--- src/sv/opns_mul.sv ---
// registered signed multiply
module opns_mul #(
  parameter int AW = 18,
  parameter int BW = 18
) (
  input  logic                     clk,
  input  logic signed [AW-1:0]     a,
  input  logic signed [BW-1:0]     b,
  output logic signed [AW+BW-1:0]  p
);
  always_ff @(posedge clk) begin
    p <= a * b;
  end
endmodule

--- config.mk ---
export PLATFORM = sky130hd
export DESIGN_NAME = opns_mul
export DESIGN_NICKNAME = d
export VERILOG_FILES = /design/src/sv/opns_mul.sv
export SDC_FILE = /design/constraint.sdc
export NUM_CORES = 1
export LEC_CHECK = 0
export ABC_AREA = 0
export ABC_CLOCK_PERIOD_IN_PS = 6350
export BUFFER_PORTS_ARGS = -buffer_cell sky130_fd_sc_hd__buf_2
export CORE_MARGIN = 1.5
export CORE_UTILIZATION = 50
export CTS_BUF_LIST = sky130_fd_sc_hd__clkbuf_8 sky130_fd_sc_hd__clkbuf_16
export DETAILED_ROUTE_END_ITERATION = 16
export HOLD_SLACK_MARGIN = 0.08
export PLACE_DENSITY = 0.75
export SYNTH_ARGS = -nofsm -noshare
export SYNTH_HDL_FRONTEND = slang
export SYNTH_SLANG_ARGS = --single-unit
--- constraint.sdc ---
create_clock -name clk -period 6.35 [get_ports clk]
set_input_delay 0.635 -clock clk [delete_from_list [all_inputs] [get_ports clk]]
set_output_delay 0.635 -clock clk [all_outputs]
set_load 0.005 [all_outputs]
==> impl_metrics.yaml <==
status:
  status: "finished, final reports clean"
route:
  vias_per_cell: 5.23
  via_count: 9547
  drtIter0Drc: 475
  dr.pass1.iters: 7
  drc: 0
  wl_mm: 31.1
  wl_per_cell_um: 17.0
  postRouteAntennaNets: 0
clock_network:
  clkTransAtPathRegs_ns: 0.06
  clk_path_buf_depth: 2
  cts_hold_buf: 0
  cts_max_level: 2
  cts-buffers-inserted: 5
  clock-sinks: 36
  cts_root_buf: "clkbuf_16"
  cts_tree: "built"
synthesis:
  synth_simple_gate_area_frac: 0.154
  ys.warnings.count: 0
  synth-compound-area-share: 0.0448
  async_reset_ff_frac: 0
  synth_xor_area_frac: 0.0231
  syn_area_um2: 12900
  synth.lib_cells_used.distinct: 48
  synth_ff_type: "dfxtp_1"
  synth.yosys.seq_area_share: 0.0558
  syn-instance-count: 1378
  synth_top_family_by_area: "adder cells"
  synthesis.nets: 1837
  synth.mux.area_fraction: 0.00165
  syn_avg_cell_area_um2: 9.37
  ys_seq_elements: 36
  synth-edff-count: 0
  synth-adder-area-share: 0.600
place:
  io_buffers: 72
  post-place-ws_ns: -0.301
  dp.cells: 1818
  place.detailed.hpwl_mm: 27.2
  gp_congestion: 0.915
setup_path:
  path_buf_inv: 7
  cp_max_fo: 14
  cp_slowest_cell: "fa_1"
  cp-end-kind: "register"
  arrival_ns: 6.31
  critical_path_required_ns: 6.52
  max_stage_delay_ns: 0.54
  cp_top_family: "adder cells"
  crit_path_frequent_cell: "fa_1"
  critPathKind: "input pin to register"
  cp_cell_sequence: "buf_4, buf_4, and2_1, fa_1, inv_1, fa_1, fa_1, inv_1, fa_1, fa_1, inv_1, fa_1, inv_1, ha_4, nand4_1, a2111oi_2, buf_4, o211ai_1, o211ai_1, o41ai_2, o2111ai_1, a21oi_2, xnor2_1"
  critPathLaunchType: "input pin"
final_layout:
  areaGrowthSynthToFinish_pct: 11.9
  finalNonFillerCells: 1826
  antennaDiodeCount: 0
  largestRegisters: "p x36"
  fill_cells: 2185
  regMostFlops: "p"
  largest_register_ffs: 36
  postLayoutCoreUtil: 0.572
  drive_above_1_share: 0.132
  num-nets-final: 1954
min_path:
  min_to: "p[0]"
  whs_path_depth: 3
  hp-start: "b[0]"
  hold_class: "input pin to register"
grt:
  grt_pass1_wl_mm: 51.6
  overflow: 0
  grt_usage: 0.253
  first_global_vias: 10600
  grt_max_degree: 20
  antenna_found_initial: 0
die:
  ios: 73
  num_rows: 58
  start_util: 0.511
  die_w_um: 164
  die_area_um2: 26800
  fp.dieH_um: 164
  coreArea_um2: 25300
timing:
  finalSetupViolations: 0
  rsz0062_at_grt: "no"
  period_minus_slack_ns: 6.14
  slew_headroom: 0.692
  slew_violations: 0
  tightest_slew_ns: 0.462
  fmax_ghz: 0.163
  hold_violations: 0
  fin_crit_sh: 0.967
  fin_ws_ns: 0.210
run:
  maxCapViolCount: 0
-- synth_stat cells, types with 2 or more instances --
master       n  area (µm²)
inv_1      371        1390
o21bai_1     5        37.5
o2111ai_1    2        17.5
nand4_1      2        12.5
nor2_1      18        67.6
xnor2_1     32         280
o211ai_1     5        37.5
nor2b_1     17         106
a211oi_1     2        15.0
a211o_1      3        26.3
and2_1     163        1020
a21oi_1     20         100
nand3_1      6        30.0
fa_1       329        6590
a21boi_0     3        22.5
ha_1        93        1160
a21oi_2      2        17.5
nand2b_1     9        56.3
dfxtp_1     36         721
nand2_1    157         589
o21ai_0     15        75.1
and4_1       2        17.5
clkbuf_1    44         165
or2_2        2        12.5
xor2_1       2        17.5
nor3_1       5        25.0
a31oi_1      5        31.3
a21o_1       8        60.1
-- layout make-up --
| type | instances | area (µm²) | share of cell area |
|---|---|---|---|
| well taps | 330 | 413 | 0.0286 |
| inverters | 371 | 1390 | 0.0963 |
| multi-input cells | 927 | 10800 | 0.744 |
| repair buffers | 154 | 1030 | 0.0715 |
| clock buffers | 5 | 125 | 0.00866 |
| flip-flops and latches | 36 | 721 | 0.0499 |
| clock inverters | 3 | 18.8 | 0.00130 |
-- kinds of logic after synthesis --
group           after synthesis
buf+inv                     415
flops                        36
fa+ha+maj                   422
xor+xnor                     34
compound gates               82
simple gates                387
mux                           2
-- metrics by stage --
stage          instance area (µm²)  TNS (ns)  hold slack (ns)
2_1_floorplan                12900         0            0.757
3_3_place_gp                 14200    -0.677             1.02
3_5_place_dp                 14200     -1.34             1.01
4_1_cts                      14300         0            0.854
5_1_grt                      14500         0            0.878
6_report                     14500         0            0.863
-- timing repair --
item	in CTS	in global routing
pin swaps	0	26
setup buffers	0	1
endpoints found under the setup margin	2	7
gates resized for setup	1	43
-- cells in the final DEF, fill, tap and decap left out, types with 6 or more instances in the layout --
cell and instances:
a21oi_2 6, a21oi_1 16, dfxtp_1 36, o21ai_0 14
fa_1 327, xnor2_1 32, a21o_1 8, buf_2 63
inv_1 367, and2_1 162, nand2b_1 9, ha_1 87
buf_4 82, nand2_1 156, nand3_1 6, nor2b_1 17
buf_6 6, nor2_1 18
-- worst min-delay path, cell delays in order --
cell,delay [ns]
buf_2,0.12
buf_4,0.20
and2_1,0.15
-- worst max path at each step --
stage | cells past startpoint | slack [ns] | startpoint | to
after CTS | 23 | 0.08 | b[4] | p[35]
after global routing | 23 | 0.009 | b[5] | p[35]
after detailed placement | 23 | -0.30 | b[4] | p[35]
after floorplan | 22 | 0.04 | b[9] | p[27]
final | 23 | 0.21 | b[7] | p[35]
after global placement | 23 | -0.21 | b[4] | p[35]
-- layer usage --
layer,track usage,up-vias,routed length [µm]
li1,-,4214,-
met1,0.279,4886,10900
met2,0.466,349,17100
met3,0.0356,98,1400
met4,0.138,0,1690
met5,0,-,0
Power is not shown: default switching activity piles up to over one toggle a cycle in this logic, so the estimate is an artifact.
