==> src/sv/opns_table.sv <==
module opns_table #(
  parameter int Depth = 512,
  parameter int AddrWidth = 9,
  parameter int DataWidth = 8
) (
  input  logic                 clk,
  input  logic                 we,
  input  logic [AddrWidth-1:0] addr,
  input  logic [DataWidth-1:0] wdata,
  output logic [DataWidth-1:0] rdata
);
  logic [DataWidth-1:0] mem [Depth];
  always_ff @(posedge clk) begin
    if (we) begin
      mem[addr] <= wdata;
    end
    rdata <= mem[addr];
  end
endmodule

==> config.mk <==
export PLATFORM = sky130hd
export DESIGN_NAME = opns_table
export DESIGN_NICKNAME = d
export VERILOG_FILES = /design/src/sv/opns_table.sv
export SDC_FILE = /design/constraint.sdc
export NUM_CORES = 2
export LEC_CHECK = 0
export ABC_AREA = 0
export ABC_CLOCK_PERIOD_IN_PS = 3200
export BUFFER_PORTS_ARGS = -buffer_cell sky130_fd_sc_hd__buf_4
export CORE_MARGIN = 1
export CORE_UTILIZATION = 44
export DETAILED_ROUTE_END_ITERATION = 8
export MAX_ROUTING_LAYER = met4
export SLEW_MARGIN = 5
export SYNTH_ARGS = -nofsm -noshare
export SYNTH_HDL_FRONTEND = slang
export SYNTH_SLANG_ARGS = --single-unit
==> constraint.sdc <==
create_clock -name clk -period 3.2 [get_ports clk]
set_input_delay 0.64 -clock clk [delete_from_list [all_inputs] [get_ports clk]]
set_output_delay 0.64 -clock clk [all_outputs]
set_load 0.01 [all_outputs]
==> flow_summary.ini <==
[synth]
ys_types = 67
syn-num-nets = 7594
postSynthAreaPerCell_um2 = 20.9
synth_flop_cell = edfxtp_1
ys_ff_latch = 4104
async_flop_share_pct = 0
synth_warnings = 0
syn_area_mm2 = 0.158
syn_inst = 7575
synth_edf_count = 4096
seq_area_frac_synth_pct = 77.8

[worst_setup_path]
crit_fanout = 23
path_common_cell = buf_4
critPathKind = input port to flop
critical-path-slowest-cell = mux4_2
start_kind = input port
path_cells = buf_12 -> buf_16 -> buf_12 -> buf_4 -> mux4_2 -> mux2i_1 -> buf_4 -> o22ai_2 -> nor3_1 -> o211ai_1 -> nor3_2 -> buf_4 -> nand4_1
worstPathRequired_ns = 4.10
crit_arrival_ns = 4.07
cp-startpoint = addr[0]
critical_path.max_stage_delay_ns = 0.54
cp-end-kind = flop
reg2reg_from = mem[10][5]$_DFFE_PP_

[power_and_ir_drop]
p_leak_nw = 63.7
ir_worst_vdd_uv = 457
power.density_mw_per_mm2 = 590
power_mw = 113

[clock_tree]
clk_latency_ns = 1.02
htree_levels = 5
cts_root_buffer = clkbuf_16
clockBufferDepth = 4
cts_num_sinks = 4104
cts_buffers = 409
cts_tree = built
cts.reportedPaths.clkPinSlew_ns = 0.06

[run_status]
outcome = finished clean

[timing]
tightestPinTransition_ns = 1.27
setup_viol = 0
relSlewSlack_pct = 14.9
final_max_slew_viol_count = 0
hold_viol_final = 0
rsz0062_at_grt = false
fin_crit_sh_pct = 99.0
fin_skew_ns = 0.0652
period_minus_slack_ns = 3.17
clock.fmax_mhz = 316

[min_path]
hp-start = wdata[3]
hp-class = input port to flop

[floorplan]
core_area_mm2 = 0.357
die_w_um = 602
row_count = 219
io_pins = 27
dieArea_mm2 = 0.362
chipHeight_um = 602
initial_core_util_pct = 44.4

[final_layout]
layout.nets = 9315
drive_gt1_share_pct = 33.9
fin_cells = 14400
multi_input_area_mm2 = 0.0331
syn_to_final_growth_pct = 21.0
regArea_mm2 = 0.123
fill_cells = 27400
design_area_mm2 = 0.192

[routing]
drtIter0Drc = 11800
drc_errors = 0
num_vias = 86400
routed_wirelength_um = 464000
maxUsedRoutingLayer = met4
postRouteAntennaNets = 0
dr_wl_met2_um = 216000
avgRoutedWirePerCell_um = 32.2
met1_length_um = 187000
dr.pass1.iters = 6
vias_per_cell = 6.01
wl_met3_um = 44200

[placement]
dpl.cell_count = 13600
hpwl_um = 312000
postPlaceCellArea_mm2 = 0.178
gp_congestion = 0.965
portBuffers = 26

[global_route]
overflow = 0
grt_pass1_wl_um = 652000
grt_usage_pct = 26.1
first_global_vias = 86000
antenna_found_initial = 18
grt_max_degree = 125

[job]
cap_violations = 0
==> area by class of cell <==
type,count,area share (%)
Inverter,4,0.0104
Clock inverter,249,1.30
Antenna cell,14,0.0183
Tap cell,4751,3.10
Sequential cell,4104,64.3
Clock buffer,486,5.58
Multi-Input combinational cell,2984,17.3
Timing Repair Buffer,1793,8.44
==> metal layers <==
layer	up-vias	track usage, %
li1	35300	-
met1	46000	36.0
met2	4320	39.4
met3	782	5.01
met4	0	8.18
met5	-	-
==> power by group <==
part / internal, mW / switching (mW)
logic: 2.37 / 3.67
registers: 59.2 / 0.0695
clock network: 27.4 / 20.4
==> metrics by stage <==
stage / util [%] / hold WS, ns / setup TNS [ns] / setup slack, ns
floorplan: - / 0.699 / 0 / 0.111
global placement: 49.9 / 0.840 / -49.55 / -2.03
detailed placement: 49.9 / 0.849 / -65.09 / -1.83
CTS: 53.6 / 0.0262 / 0 / 0.00348
global route: 53.7 / 0.0374 / 0 / 0.0201
finish: 53.7 / 0.0691 / 0 / 0.0321
==> kinds of logic (layout without fill, tap and decap cells) <==
kind of cell	after synthesis	count (layout)	share of synthesized area, %
compound gates	758	758	3.43
flops	4104	4104	77.8
simple gates	958	958	2.74
other cells	0	14	0
mux	1268	1268	14.5
buf+inv	487	2532	1.59
==> placed cells by master (no fill, tap or decap), types with 11 or more instances in the layout <==
master	synthesis	layout
a32oi_1	26	26
o221ai_1	12	12
a221oi_1	91	89
buf_12	3	208
clkinv_1	0	98
and2_1	17	16
a21oi_1	77	77
a31oi_1	76	74
mux2_2	18	18
o22ai_1	118	117
o21ai_0	45	45
inv_6	0	11
nand4_1	47	47
mux2i_1	434	434
nor4_1	38	33
nor2_1	548	540
nor2b_1	25	19
mux4_2	816	816
a211oi_1	36	36
buf_4	56	1573
nand2_1	130	124
clkinvlp_4	0	15
o211ai_1	14	14
diode_2	0	14
a22o_1	47	47
clkbuf_16	0	416
bufinv_16	0	44
nor3_1	22	15
clkbuf_1	196	68
nand3_1	47	39
clkinv_2	0	66
a22oi_1	180	180
edfxtp_1	4096	4096
and3_1	25	24
==> path summary, 6_finish.rpt <==
check	endpoint	slack, ns	cells after the start
setup reg to reg	rdata[5]$_DFF_P_	0.04	10
hold / removal	mem[45][3]$_DFFE_PP_	0.07	1
setup / recovery	rdata[2]$_DFF_P_	0.03	13
hold reg to reg	rdata[0]$_DFF_P_	0.88	5
==> flip-flops by register name (all words and copies together), names as in the netlist <==
register  count
rdata         8
mem        4096
==> critical path, delay by kind of cell <==
family          cells  cell delay (ns)
simple gates        3             0.79
compound gates      2             0.48
mux                 2             0.72
buf+inv             6             1.29
==> cell usage after synthesis (all sizes together), types with 76 or more instances <==
| library cell | count | area share (%) |
|---|---|---|
| edfxtp | 4096 | 78 |
| clkbuf | 197 | 0.47 |
| mux2i | 434 | 2.7 |
| a21oi | 77 | 0.24 |
| nor2 | 548 | 1.3 |
| buf | 286 | 1.1 |
| a22oi | 181 | 0.86 |
| nand2 | 130 | 0.31 |
| a221oi | 92 | 0.51 |
| o22ai | 118 | 0.47 |
| a31oi | 76 | 0.30 |
| mux4 | 816 | 12 |
==> timing repair <==
action	CTS	global route
setup endpoints to repair	4	4
resized for setup	12	5
buffers inserted	0	0
pin swaps	1	3
hold endpoints to repair	4	0
hold buffers	1	0
No activity file was read; power rests on OpenSTA's default activity.
